## src/rtl/pisc_pkg.sv

```systemverilog
// ----------------------------------------------------------------------------
// Sensor coverage test package
// Shared widths, register and mode codes, chain cell types and the CORDIC
// arctangent table.
// ----------------------------------------------------------------------------
package pisc_pkg;

  localparam int COORD_WIDTH_DEF   = 24;
  localparam int ANGLE_WIDTH_DEF   = 18;
  localparam int CORDIC_STAGES_DEF = 16;

  localparam int RANGE_W    = 23;
  localparam int MODE_W     = 2;
  localparam int NORM_W     = 30;
  localparam int FRAC_EXTRA = 5;
  localparam int CW         = 34;
  localparam int ZW         = 22;
  localparam int AW         = 18;
  localparam int SQ_W       = 62;
  localparam int SQ_STAGES  = SQ_W / 2;
  localparam int ANG_PI     = 1 << 20;
  localparam int ANG_HALF   = 32768;

  localparam int RANGE_NEAR_RST   = 102;
  localparam int RANGE_FAR_RST    = 10240;
  localparam int SECOND_ANGLE_RST = 65536;

  typedef enum logic [2:0] {
    REG_SENSOR_X     = 3'd0,
    REG_SENSOR_Y     = 3'd1,
    REG_SENSOR_Z     = 3'd2,
    REG_RANGE_NEAR   = 3'd3,
    REG_RANGE_FAR    = 3'd4,
    REG_MODE         = 3'd5,
    REG_FIRST_ANGLE  = 3'd6,
    REG_SECOND_ANGLE = 3'd7
  } reg_idx_e;

  typedef enum logic [MODE_W-1:0] {
    MODE_SPHERE = 2'd0,
    MODE_SECTOR = 2'd1,
    MODE_CONE   = 2'd2
  } mode_e;

  typedef struct packed {
    logic [SQ_W-1:0] rem;
    logic [SQ_W-1:0] res;
  } sqrt_t;

  typedef struct packed {
    logic [CW-1:0] x;
    logic [CW-1:0] y;
    logic [ZW-1:0] z;
  } cord_t;

  function automatic logic signed [ZW-1:0] atan_entry(input int i);
    logic signed [ZW-1:0] v;
    case (i)
      0:       v = ZW'(262144);
      1:       v = ZW'(154753);
      2:       v = ZW'(81767);
      3:       v = ZW'(41506);
      4:       v = ZW'(20834);
      5:       v = ZW'(10427);
      6:       v = ZW'(5215);
      7:       v = ZW'(2608);
      8:       v = ZW'(1304);
      9:       v = ZW'(652);
      10:      v = ZW'(326);
      11:      v = ZW'(163);
      12:      v = ZW'(81);
      13:      v = ZW'(41);
      14:      v = ZW'(20);
      15:      v = ZW'(10);
      16:      v = ZW'(5);
      17:      v = ZW'(3);
      18:      v = ZW'(1);
      19:      v = ZW'(1);
      default: v = '0;
    endcase
    return v;
  endfunction

endpackage

```

## src/rtl/pisc_sqrt_cell.sv

```systemverilog
// ----------------------------------------------------------------------------
// Square root cell
// One registered bit step of a restoring integer square root.
// ----------------------------------------------------------------------------
module pisc_sqrt_cell import pisc_pkg::*; #(
  parameter int unsigned BIT = 0
) (
  input  logic  clk_i,
  input  sqrt_t in_i,
  output sqrt_t out_o
);

  localparam logic [SQ_W-1:0] ONE = SQ_W'(1) << (2 * BIT);

  sqrt_t out_d, out_q;
  logic [SQ_W-1:0] trial;

  always_comb begin
    trial = in_i.res + ONE;
    if (in_i.rem >= trial) begin
      out_d.rem = in_i.rem - trial;
      out_d.res = (in_i.res >> 1) + ONE;
    end else begin
      out_d.rem = in_i.rem;
      out_d.res = in_i.res >> 1;
    end
  end

  always_ff @(posedge clk_i) begin
    out_q <= out_d;
  end

  assign out_o = out_q;

endmodule

```

## config.mk

```make
export PLATFORM = sky130hd
export DESIGN_NAME = pisc_sqrt_cell
export DESIGN_NICKNAME = d
export VERILOG_FILES = /design/src/rtl/pisc_pkg.sv /design/src/rtl/pisc_sqrt_cell.sv
export SDC_FILE = /design/constraint.sdc
export NUM_CORES = 1
export LEC_CHECK = 0
export BUFFER_PORTS_ARGS = -buffer_cell sky130_fd_sc_hd__buf_4
export CAP_MARGIN = 10
export CORE_AREA = 2 2 166 168
export CTS_CLUSTER_DIAMETER = 40
export DETAILED_ROUTE_END_ITERATION = 10
export DIE_AREA = 0 0 168 170
export GPL_TIMING_DRIVEN = 0
export SLEW_MARGIN = 15
export SYNTH_ARGS = -nofsm -noshare
export SYNTH_HDL_FRONTEND = slang
export SYNTH_SLANG_ARGS = --single-unit
export TNS_END_PERCENT = 5
```

## constraint.sdc

```tcl
create_clock -name clk_i -period 9.4 [get_ports clk_i]
set_input_delay 1.41 -clock clk_i [delete_from_list [all_inputs] [get_ports clk_i]]
set_output_delay 1.41 -clock clk_i [all_outputs]
set_load 0.05 [all_outputs]
```

# Word-level counts from Yosys, hierarchy flattened
# Cells that the tools add are included.
# totals
elab_cells,8
reg_bits,124
input_bits,125
# op_classes
add_sub_neg,3
magnitude_cmp,1
mux,1
# ops
operator,n
two-way mux 124 bit,1
adder 61 x 1 -> 62 bit (second input constant),1
adder 62 x 1 -> 62 bit (second input constant),1
>= comparator 62 bit,1
subtractor 62 bit,1

# Logic depth before layout (Yosys ltp)
# Gate-level depths: netlist of the first run.
# logic_depth
word_depth,3
mapped_depth,25
mapped_depth_nobuf,20

# Worst setup path after synthesis of the first run
# OpenSTA, ideal clock, no wires.
# synth_timing
path_type,input to register
from,input port in_i[7] in the netlist's numbering
to,"register out_q, in the netlist out_o[31]"
setup_ns,0.072
path_stages,21
n_path_buf,3
path_slack_ns,3.180
arrival_ns,6.148
path_cell_list,clkbuf_1 -> and3_1 -> nand2_1 -> nor2_1 -> nand2_1 -> or3_1 -> or3_1 -> nor2_1 -> nand3_1 -> xnor2_1 -> ha_1 -> and3_1 -> nand2_1 -> or4_4 -> or3_4 -> a31o_1 -> buf_6 -> or3_4 -> buf_6 -> nor4_4 -> xor2_1
# synth_lines
item,line_no,text
start: declaration,pisc_sqrt_cell.sv:9,"input sqrt_t in_i,"
end signal: assignment,pisc_sqrt_cell.sv:30,out_q <= out_d;
end: declaration,pisc_sqrt_cell.sv:15,"sqrt_t out_d, out_q;"

==> results of run 1 <==
-- where the power goes --
part	switching (mW)	internal (mW)	total (mW)
registers	0.0194	0.592	0.612
clock network	0.251	0.406	0.656
logic	0.560	0.268	0.828
-- worst max-delay path, cell delays in order --
cell	delay, ns
clkbuf_1	0.33
and4_1	0.37
nand4_1	0.17
nor2_1	0.28
and4_1	0.23
clkbuf_1	0.37
nand4_1	0.26
nor3_1	0.32
nand2_1	0.11
xor2_1	0.18
ha_1	0.26
buf_2	0.16
a21oi_1	0.27
o21ai_0	0.24
a211oi_1	0.41
o21ai_0	0.19
a221oi_1	0.51
or3_4	0.27
and3_2	0.21
clkbuf_1	0.61
clkbuf_1	0.80
nand2_1	0.13
o41ai_1	0.14
-- worst max path at each step --
stage,endpoint,slack (ns),cells past startpoint
after floorplan,out_o[31],3.18,21
after global placement,out_o[116],1.10,23
after detailed placement,out_o[116],1.09,23
after CTS,out_o[116],1.51,23
after global routing,out_o[116],1.05,23
final,out_o[116],1.43,23
-- area by class of cell --
| cell class | count | share of cell area, % |
|---|---|---|
| multi-input cells | 1008 | 53.2 |
| clock buffers | 22 | 3.94 |
| clock inverters | 8 | 0.769 |
| flip-flops and latches | 124 | 20.6 |
| plain buffers | 59 | 2.22 |
| diodes | 4 | 0.0832 |
| repair buffers | 237 | 14.8 |
| well taps | 341 | 3.55 |
| inverters | 25 | 0.780 |
-- metrics by stage --
step | instance area [µm²] | worst slack (ns)
finish | 12000 | 1.43
global route | 12000 | 1.05
CTS | 12000 | 1.51
detailed placement | 11500 | 1.09
global placement | 11500 | 1.10
floorplan | 9250 | 3.18
-- kinds of logic after synthesis --
logic type | count (synthesis) | synth area share (%)
fa+ha+maj | 65 | 8.87
xor+xnor | 177 | 16.8
compound gates | 282 | 18.5
simple gates | 484 | 25.2
flops | 124 | 26.8
buf+inv | 84 | 3.91
-- per-layer routing --
metal / vias up / GRT usage, % / wire length, µm
met3: 66 / 5.51 / 2740
met4: 0 / 10.1 / 1130
met2: 424 / 41.8 / 17100
li1: 4814 / - / -
met1: 4621 / 34.2 / 16800
met5: - / 0 / 0
-- cell usage after synthesis, types with 3 or more instances --
cell type / n
o21bai_1: 15
o21ai_1: 4
and3_1: 21
o21a_1: 4
a211oi_1: 12
and2_1: 7
clkbuf_1: 31
o31ai_1: 8
o21ai_0: 57
or2_2: 6
a21o_1: 23
a21oi_1: 117
nand2_1: 139
a221oi_1: 4
nand3_1: 40
buf_6: 3
nor2_1: 140
ha_1: 64
or3_1: 6
buf_1: 6
o41ai_1: 4
nor4_1: 11
buf_2: 19
nor2b_1: 6
nor3_1: 29
nand4_1: 46
inv_1: 24
nand2b_1: 7
o211ai_1: 3
a31oi_1: 6
xor2_1: 85
and4_1: 7
xnor2_1: 92
dfxtp_1: 124
o221ai_1: 3
or4_1: 3
-- cells in the final DEF (no fill, tap or decap), types with 24 or more instances in the layout --
cell / count
a21oi_1: 117
nor2_1: 140
o21ai_0: 57
nand4_1: 46
inv_1: 24
ha_1: 64
xnor2_1: 92
xor2_1: 85
nand2_1: 139
clkbuf_1: 33
nand3_1: 40
buf_4: 237
dfxtp_1: 124
nor3_1: 29
==> out/metrics.cfg, run 1 <==
[power_and_ir_drop]
vdd_drop_max_mv = 0.0993
total_power_mw = 2.10
powerDensity_nw_per_um2 = 174
leakage_nw = 5.08

[drt]
ant_nets = 0
vias_per_cell = 5.43
wl_per_cell_um = 20.7
postRouteWirelength_mm = 37.8
drc = 0
routed-via-count = 9925
drt-pass1-iter-count = 5
drt_iter0_drc = 853

[setup_path]
arrival_ns = 8.24
cp.required_ns = 9.67
crit_type = in -> reg
crit_start = in_i[10]
crit_fanout = 10
cp-start-kind = primary input
endpoint_kind = flip-flop

[clock_network]
clock_sinks = 124
clock_path_buffers = 2
cts_hold_buf = 0
cts_tree = built
cts_resized = 0
htreeDepth = 4
clk_pin_slew_worst_paths_ns = 0.07
clockRootBuffer = clkbuf_16
cts_setup_buffers = 0
cts_buffers = 17

[timing]
relSlewSlack_pct = 31.3
slew_viol_final = 0
worst_pin_slew_ns = 1.02
fmax_mhz = 125
fin_tns_setup_ns = 0
hold_viol_final = 0
setup_viol = 0
rsz0062_at_grt = no
timing.hold.ws_ns = 1.19
finalCritPeriodShare_pct = 84.8
fin_crit_ns = 7.97

[hold_path]
hold_depth = 3
worstHoldStart = in_i[88]
whs_endpoint = out_o[88]
hold_path_class = in -> reg

[floorplan]
row_count = 60
io-pin-count = 249
dieArea_um2 = 28600
start_util_pct = 34.7
die_y_um = 170
core-area_um2 = 26700
die_w_um = 168

[finish]
drive_gt1_share_pct = 20.9
multi_input_area_um2 = 6410
layout-area-overhead-vs-synth_pct = 30.1
final_cell_count_no_fill = 1828
nFillCells = 2789
seqCellArea_um2 = 2480
layout.nets = 1662
utilization_pct = 45.2
largest_reg_flops = 124

[grt]
grt_max_degree = 17
grt_use_total_pct = 26.0
overflow = 0
grt_first_pass_wirelength_mm = 56.1
antenna_found_initial = 4
grt_pass1_vias = 9551

[yosys]
yosysSeqAreaShare_pct = 26.8
synth_seq_cells = 124
ys_types = 68
ys.flop_type = dfxtp_1
synth.top_cell.area_share_pct = 26.8
synth_edf_count = 0
synth_area_per_cell_um2 = 7.61
synthTopCellsByArea = dfxtp_1 (27%), xnor2_1 (8.7%), ha_1 (8.7%)
synthesis.area_um2 = 9250
synth_fp_nets = 1406
synth_warnings = 0
yosysTopAreaCell = dfxtp_1
ys_async_sr_fraction_pct = 0
synthCells = 1216

[placed_design]
dp.cells = 1794
port_buffers = 237
hpwl_mm = 31.0
place_congestion = 0.933

[run_status]
outcome = completed

[run]
maxCapViolations = 0

Note: power is estimated with default switching activity, not from simulation.
==> inputs of run 2 (changes only) <==
==> constraint.sdc (replaced) <==
create_clock -name clk_i -period 6.6 [get_ports clk_i]
set_input_delay 0.99 -clock clk_i [delete_from_list [all_inputs] [get_ports clk_i]]
set_output_delay 0.99 -clock clk_i [all_outputs]
set_load 0.05 [all_outputs]
==> run 2 against run 1 <==
First-iteration DRC count rose by 0.82%. Wire length is 0.58% higher. Setup slack worse by 1.1 ns. Die area is the same.
==> out/metrics.cfg, run 2 (synthesis results as in run 1) <==
[placed_design]
dp.cells = 1794
hpwl_mm = 31.0
place_congestion = 0.933
place_ws_ns = -1.29
port_buffers = 237

[drt]
drt-pass1-iter-count = 7
ant_nets = 0
vias_per_cell = 5.45
routed-via-count = 9961
drt_iter0_drc = 860
drc = 0
wl_per_cell_um = 20.8
postRouteWirelength_mm = 38.1

[grt]
grt_first_pass_wirelength_mm = 56.2
grt_use_total_pct = 26.1
grt_max_degree = 17
overflow = 0
antenna_found_initial = 4
grt_pass1_vias = 9571

[clock_network]
cts_setup_buffers = 0
htreeDepth = 4
cts_buffers = 17
cts_tree = built
clock_sinks = 124
clk_pin_slew_worst_paths_ns = 0.06
clock_path_buffers = 2
clockRootBuffer = clkbuf_16

[run]
maxCapViolations = 0

[timing]
hold_viol_final = 0
slew_viol_final = 0
worst_pin_slew_ns = 1.04
rsz0062_at_grt = no
relSlewSlack_pct = 30.2
fin_crit_ns = 6.28
fmax_mhz = 159
finalCritPeriodShare_pct = 95.1
setup_viol = 0
worst_slack_ns = 0.321

[finish]
layout.nets = 1661
final_cell_mix = buf_4 (237), nand2_1 (138), nor2_1 (138), dfxtp_1 (124), a21oi_1 (117)
final_common_cell = buf_4
layout-area-overhead-vs-synth_pct = 30.6
nFillCells = 2788
drive_gt1_share_pct = 22.0
seqCellArea_um2 = 2480
largest_reg_flops = 124
final_cell_count_no_fill = 1827
multi_input_area_um2 = 6440

[setup_path]
cp.required_ns = 6.95
crit_fanout = 10
endpoint_kind = flip-flop
crit_type = in -> reg
cp-start-kind = primary input
arrival_ns = 6.63

[floorplan]
start_util_pct = 34.7
core-area_um2 = 26700
row_count = 60
io-pin-count = 249
die_w_um = 168
dieArea_um2 = 28600
die_y_um = 170

[hold_path]
hold_path_class = in -> reg

[power_and_ir_drop]
vdd_drop_max_mv = 0.143
leakage_nw = 5.11
powerDensity_nw_per_um2 = 247

[run_status]
outcome = completed

## run 2: area by class of cell
type | instances | area share (%)
multi-input combinational | 1008 | 53.3
sequential | 124 | 20.5
timing repair buffer | 237 | 14.7
clock buffer | 22 | 3.92
tap | 341 | 3.53
buffer | 58 | 2.35
inverter | 25 | 0.776
clock inverter | 8 | 0.766
antenna | 4 | 0.0828
## run 2: power by group
group          switching [mW]  internal (mW)  leakage (nW)  total, mW
combinational           0.800          0.385          3.78       1.19
clock                   0.358          0.578         0.281      0.935
sequential             0.0275          0.843          1.05      0.871
## run 2: repair_timing
| action | 4_1_cts | 5_1_grt |
|---|---|---|
| resized for setup | 8 | 16 |
| hold buffers | 0 | 0 |
| endpoints found under the setup margin | 91 | 109 |
| pin swaps | 0 | 0 |
## run 2: routing by layer
| layer | global-route usage (%) | wire [µm] |
|---|---|---|
| met5 | 0 | 0 |
| met3 | 5.51 | 2870 |
| met2 | 41.7 | 17200 |
| met4 | 10.4 | 1170 |
| met1 | 34.3 | 16800 |
## run 2: critical path: stages
cell and delay [ns]:
clkbuf_1 0.26, and3_1 0.30, nand2_1 0.24, nor2_4 0.21
nand2_2 0.14, or3_1 0.41, or3_1 0.47, nor2_2 0.23
nand3_1 0.17, xnor2_1 0.19, ha_1 0.40, and3_1 0.25
nand2_1 0.11, or4_4 0.53, nor2_1 0.23, a211oi_1 0.14
a31o_1 0.26, buf_6 0.14, or4_4 0.51, nor2_1 0.24
xor2_1 0.19
## run 2: metrics by stage
| step | power, mW | utilization, % | hold slack [ns] | setup TNS [ns] | area (µm²) |
|---|---|---|---|---|---|
| 6_report | 2.99 | 45.4 | 0.763 | 0 | 12100 |
| 3_3_place_gp | 2.06 | 43.0 | 1.21 | -68.17 | 11500 |
| 3_5_place_dp | 2.06 | 43.0 | 1.21 | -70.66 | 11500 |
| 2_1_floorplan | 1.66 | - | 1.09 | 0 | 9250 |
| 5_1_grt | 3.12 | 45.4 | 0.771 | 0 | 12100 |
| 4_1_cts | 3.00 | 45.2 | 0.748 | 0 | 12000 |
## run 2: final timing paths
path / start / to / cells after the start
max: in_i[7] / out_o[45] / 21
min: in_i[88] / out_o[88] / 3
==> inputs of run 3 (changes only) <==
--- a/config.mk
+++ b/config.mk
@@ -5,12 +5,13 @@
 export SDC_FILE = /design/constraint.sdc
 export NUM_CORES = 1
 export LEC_CHECK = 0
+export ABC_AREA = 1
 export BUFFER_PORTS_ARGS = -buffer_cell sky130_fd_sc_hd__buf_4
 export CAP_MARGIN = 10
-export CORE_AREA = 2 2 166 168
+export CORE_AREA = 2 2 193 195
 export CTS_CLUSTER_DIAMETER = 40
 export DETAILED_ROUTE_END_ITERATION = 10
-export DIE_AREA = 0 0 168 170
+export DIE_AREA = 0 0 195 197
 export GPL_TIMING_DRIVEN = 0
 export SLEW_MARGIN = 15
 export SYNTH_ARGS = -nofsm -noshare
==> run 3 against run 2 <==
Largest power group unchanged. Non-clock buffer count is 20 lower. First-iteration DRC count grew 24%. Critical path depth is 2 higher. Flip-flop and latch count is the same. Maximum frequency grew 15%. Count of clock-buffer cells in the layout shrank 4. Final area grew 29%. Clock power is 13% higher. Sequential share of layout area decreased by 4.6 points. Utilization fell by 2.3 points. Synthesized area increased by 36%. Cell count rose by 65%.
==> out/metrics.cfg, run 3 <==
[yosys]
synth_warnings = 0
ys.flop_type = dfxtp_1
synth_common_cells = nand2_1 (943), inv_1 (435), nor2_1 (178), xor2_1 (140), dfxtp_1 (124)
ys_async_sr_fraction_pct = 0
synth_area_per_cell_um2 = 5.53
synthCells = 2268
synth_fp_nets = 2458
synth_edf_count = 0
synth.top_cell.area_share_pct = 28.2
yosysSeqAreaShare_pct = 19.8
ys_types = 34
yosysTopAreaCell = nand2_1
synth.most_common_cell = nand2_1
synth_seq_cells = 124
synthTopCellsByArea = nand2_1 (28%), dfxtp_1 (20%), inv_1 (13%)
synthesis.area_um2 = 12500

[drt]
ant_nets = 0
drt-pass1-iter-count = 5
vias_per_cell = 4.86
drc = 0
wl_per_cell_um = 19.3
routed-via-count = 14600
drt_iter0_drc = 1067
postRouteWirelength_mm = 58.1

[clock_network]
clock_path_buffers = 2
htreeDepth = 4
clock_sinks = 124
cts_setup_buffers = 0
clockRootBuffer = clkbuf_16
cts_resized = 0
cts_tree = built
cts_hold_buf = 0
clk_pin_slew_worst_paths_ns = 0.06
cts_buffers = 17

[placed_design]
place_congestion = 0.981
port_buffers = 244
hpwl_mm = 50.1

[setup_path]
cp_slowest_cell = nor3_1
crit_top_cell = nand2_1
endpoint_kind = flip-flop
crit_start = in_i[16]
cp_slowest_stage_delay_ns = 0.55
cp_cell_sequence = clkbuf_2 -> nand2_1 -> nor3_1 -> nand2_1 -> nor2_1 -> nand2_1 -> nor2_1 -> nand3_1 -> xor2_1 -> ha_1 -> nand2_1 -> nor2_1 -> and2_1 -> nand2_1 -> nor2_1 -> nand2_1 -> nand3_1 -> nor2_1 -> nand2_2 -> buf_6 -> buf_4 -> nand3_1 -> nand2_1
path_delay_family = simple AND/OR/NAND/NOR gates
arrival_ns = 5.86
cp.required_ns = 7.00
cp-start-kind = primary input
path_buf_inv = 3
crit_type = in -> reg
crit_fanout = 10

[hold_path]
worstHoldStart = in_i[72]
hold_path_class = in -> reg
whs_endpoint = out_o[72]
hold_depth = 3

[finish]
seqCellArea_um2 = 2480
drive_gt1_share_pct = 13.0
final_cell_mix = nand2_1 (943), inv_1 (435), buf_4 (256), nor2_1 (178), xor2_1 (140)
multi_input_area_um2 = 8170
diodes = 0
largest_reg_flops = 124
layout.nets = 2721
utilization_pct = 43.0
layout-area-overhead-vs-synth_pct = 24.3
nFillCells = 4063
final_common_cell = nand2_1

[timing]
hold_viol_final = 0
fmax_mhz = 183
rsz0062_at_grt = no
slew_viol_final = 0
setup_viol = 0
fin_crit_ns = 5.46
relSlewSlack_pct = 38.1
fin_tns_setup_ns = 0
finalCritPeriodShare_pct = 82.7
worst_pin_slew_ns = 0.921

[power_and_ir_drop]
powerDensity_nw_per_um2 = 228
seq_power_share_pct = 25.6
total_power_mw = 3.56
switching_share_pct = 44.5
p_sw_mw = 1.58
leakage_nw = 8.89
vdd_drop_max_mv = 0.199
combPwrFrac_pct = 44.7
intPower_mw = 1.98
pwr-share-clk_pct = 29.8

[run_status]
outcome = completed

[floorplan]
die_y_um = 197
start_util_pct = 34.6
core-area_um2 = 36300
io-pin-count = 249
dieArea_um2 = 38400
row_count = 70
die_w_um = 195

[grt]
overflow = 0
grt_first_pass_wirelength_mm = 84.7
grt_use_total_pct = 30.2
grt_max_degree = 17
grt_pass1_vias = 14400
antenna_found_initial = 2

[run]
maxCapViolations = 0

-- run 3: changes by cell type in the layout (fill, tap and decap cells not counted), sizes merged, moves of 12 or more --
cell,before,now
clkbuf,54,21
a211oi,12,0
nand3,40,115
a21oi,118,38
a21o,24,0
and3,22,2
inv,25,443
o21bai,15,1
nor2,141,193
xor2,85,140
nand2,142,949
nor3,30,44
xnor2,92,6
-- run 3: final cells by class --
type / instances / area share (%)
flip-flops and latches: 124 / 15.9
multi-input cells: 1674 / 52.4
inverters: 439 / 10.6
clock buffers: 18 / 2.75
repair buffers: 244 / 11.7
well taps: 468 / 3.75
clock inverters: 14 / 1.32
plain buffers: 31 / 1.57
-- run 3: worst max path at each step --
| stage | endpoint | slack (ns) | depth (start not counted) |
|---|---|---|---|
| 6_report | out_o[108] | 1.14 | 23 |
| 5_1_grt | out_o[21] | 1.05 | 26 |
| 4_1_cts | out_o[49] | 1.23 | 23 |
| 3_5_place_dp | out_o[21] | 0.77 | 24 |
| 3_3_place_gp | out_o[49] | 0.75 | 23 |
| 2_1_floorplan | out_o[115] | 2.68 | 25 |
-- run 3: kinds of logic (layout without fill, tap and decap cells) --
group,after synthesis,in the layout,synth area share [%]
buffers and inverters,470,746,15.1
adders and majority gates,65,65,6.54
DFF,124,124,19.8
xor gates and xnor gates,146,146,10.2
and+or+nand+nor,1365,1365,44.4
AOI/OAI and AO/OA,98,98,3.95
-- run 3: metal layers --
metal | up-vias | global-route usage [%] | share of wire [%]
met4 | 4 | 17.3 | 5.7
met3 | 116 | 3.90 | 5.6
met1 | 6616 | 38.2 | 44
met2 | 544 | 49.7 | 45
met5 | - | 0 | 0.046
li1 | 7355 | - | -
-- run 3: power by group through the flow --
stage | clock network [mW] | registers, mW | logic [mW]
3_5_place_dp | 0 | 0.926 | 1.58
4_1_cts | 1.08 | 0.913 | 1.58
3_3_place_gp | 0 | 0.926 | 1.58
2_1_floorplan | 0 | 1.36 | 0.592
5_1_grt | 1.11 | 0.923 | 1.71
6_report | 1.06 | 0.912 | 1.59
-- run 3: metrics by stage --
| stage | hold WS, ns | setup WS [ns] | std cells | area [µm²] |
|---|---|---|---|---|
| 3_5_place_dp | 1.20 | 0.773 | 2980 | 15000 |
| 5_1_grt | 0.724 | 1.05 | 3012 | 15600 |
| 3_3_place_gp | 1.20 | 0.750 | 2980 | 15000 |
| 2_1_floorplan | 1.09 | 2.68 | 2268 | 12500 |
| 4_1_cts | 0.718 | 1.23 | 3012 | 15600 |
| 6_report | 0.730 | 1.14 | 3012 | 15600 |
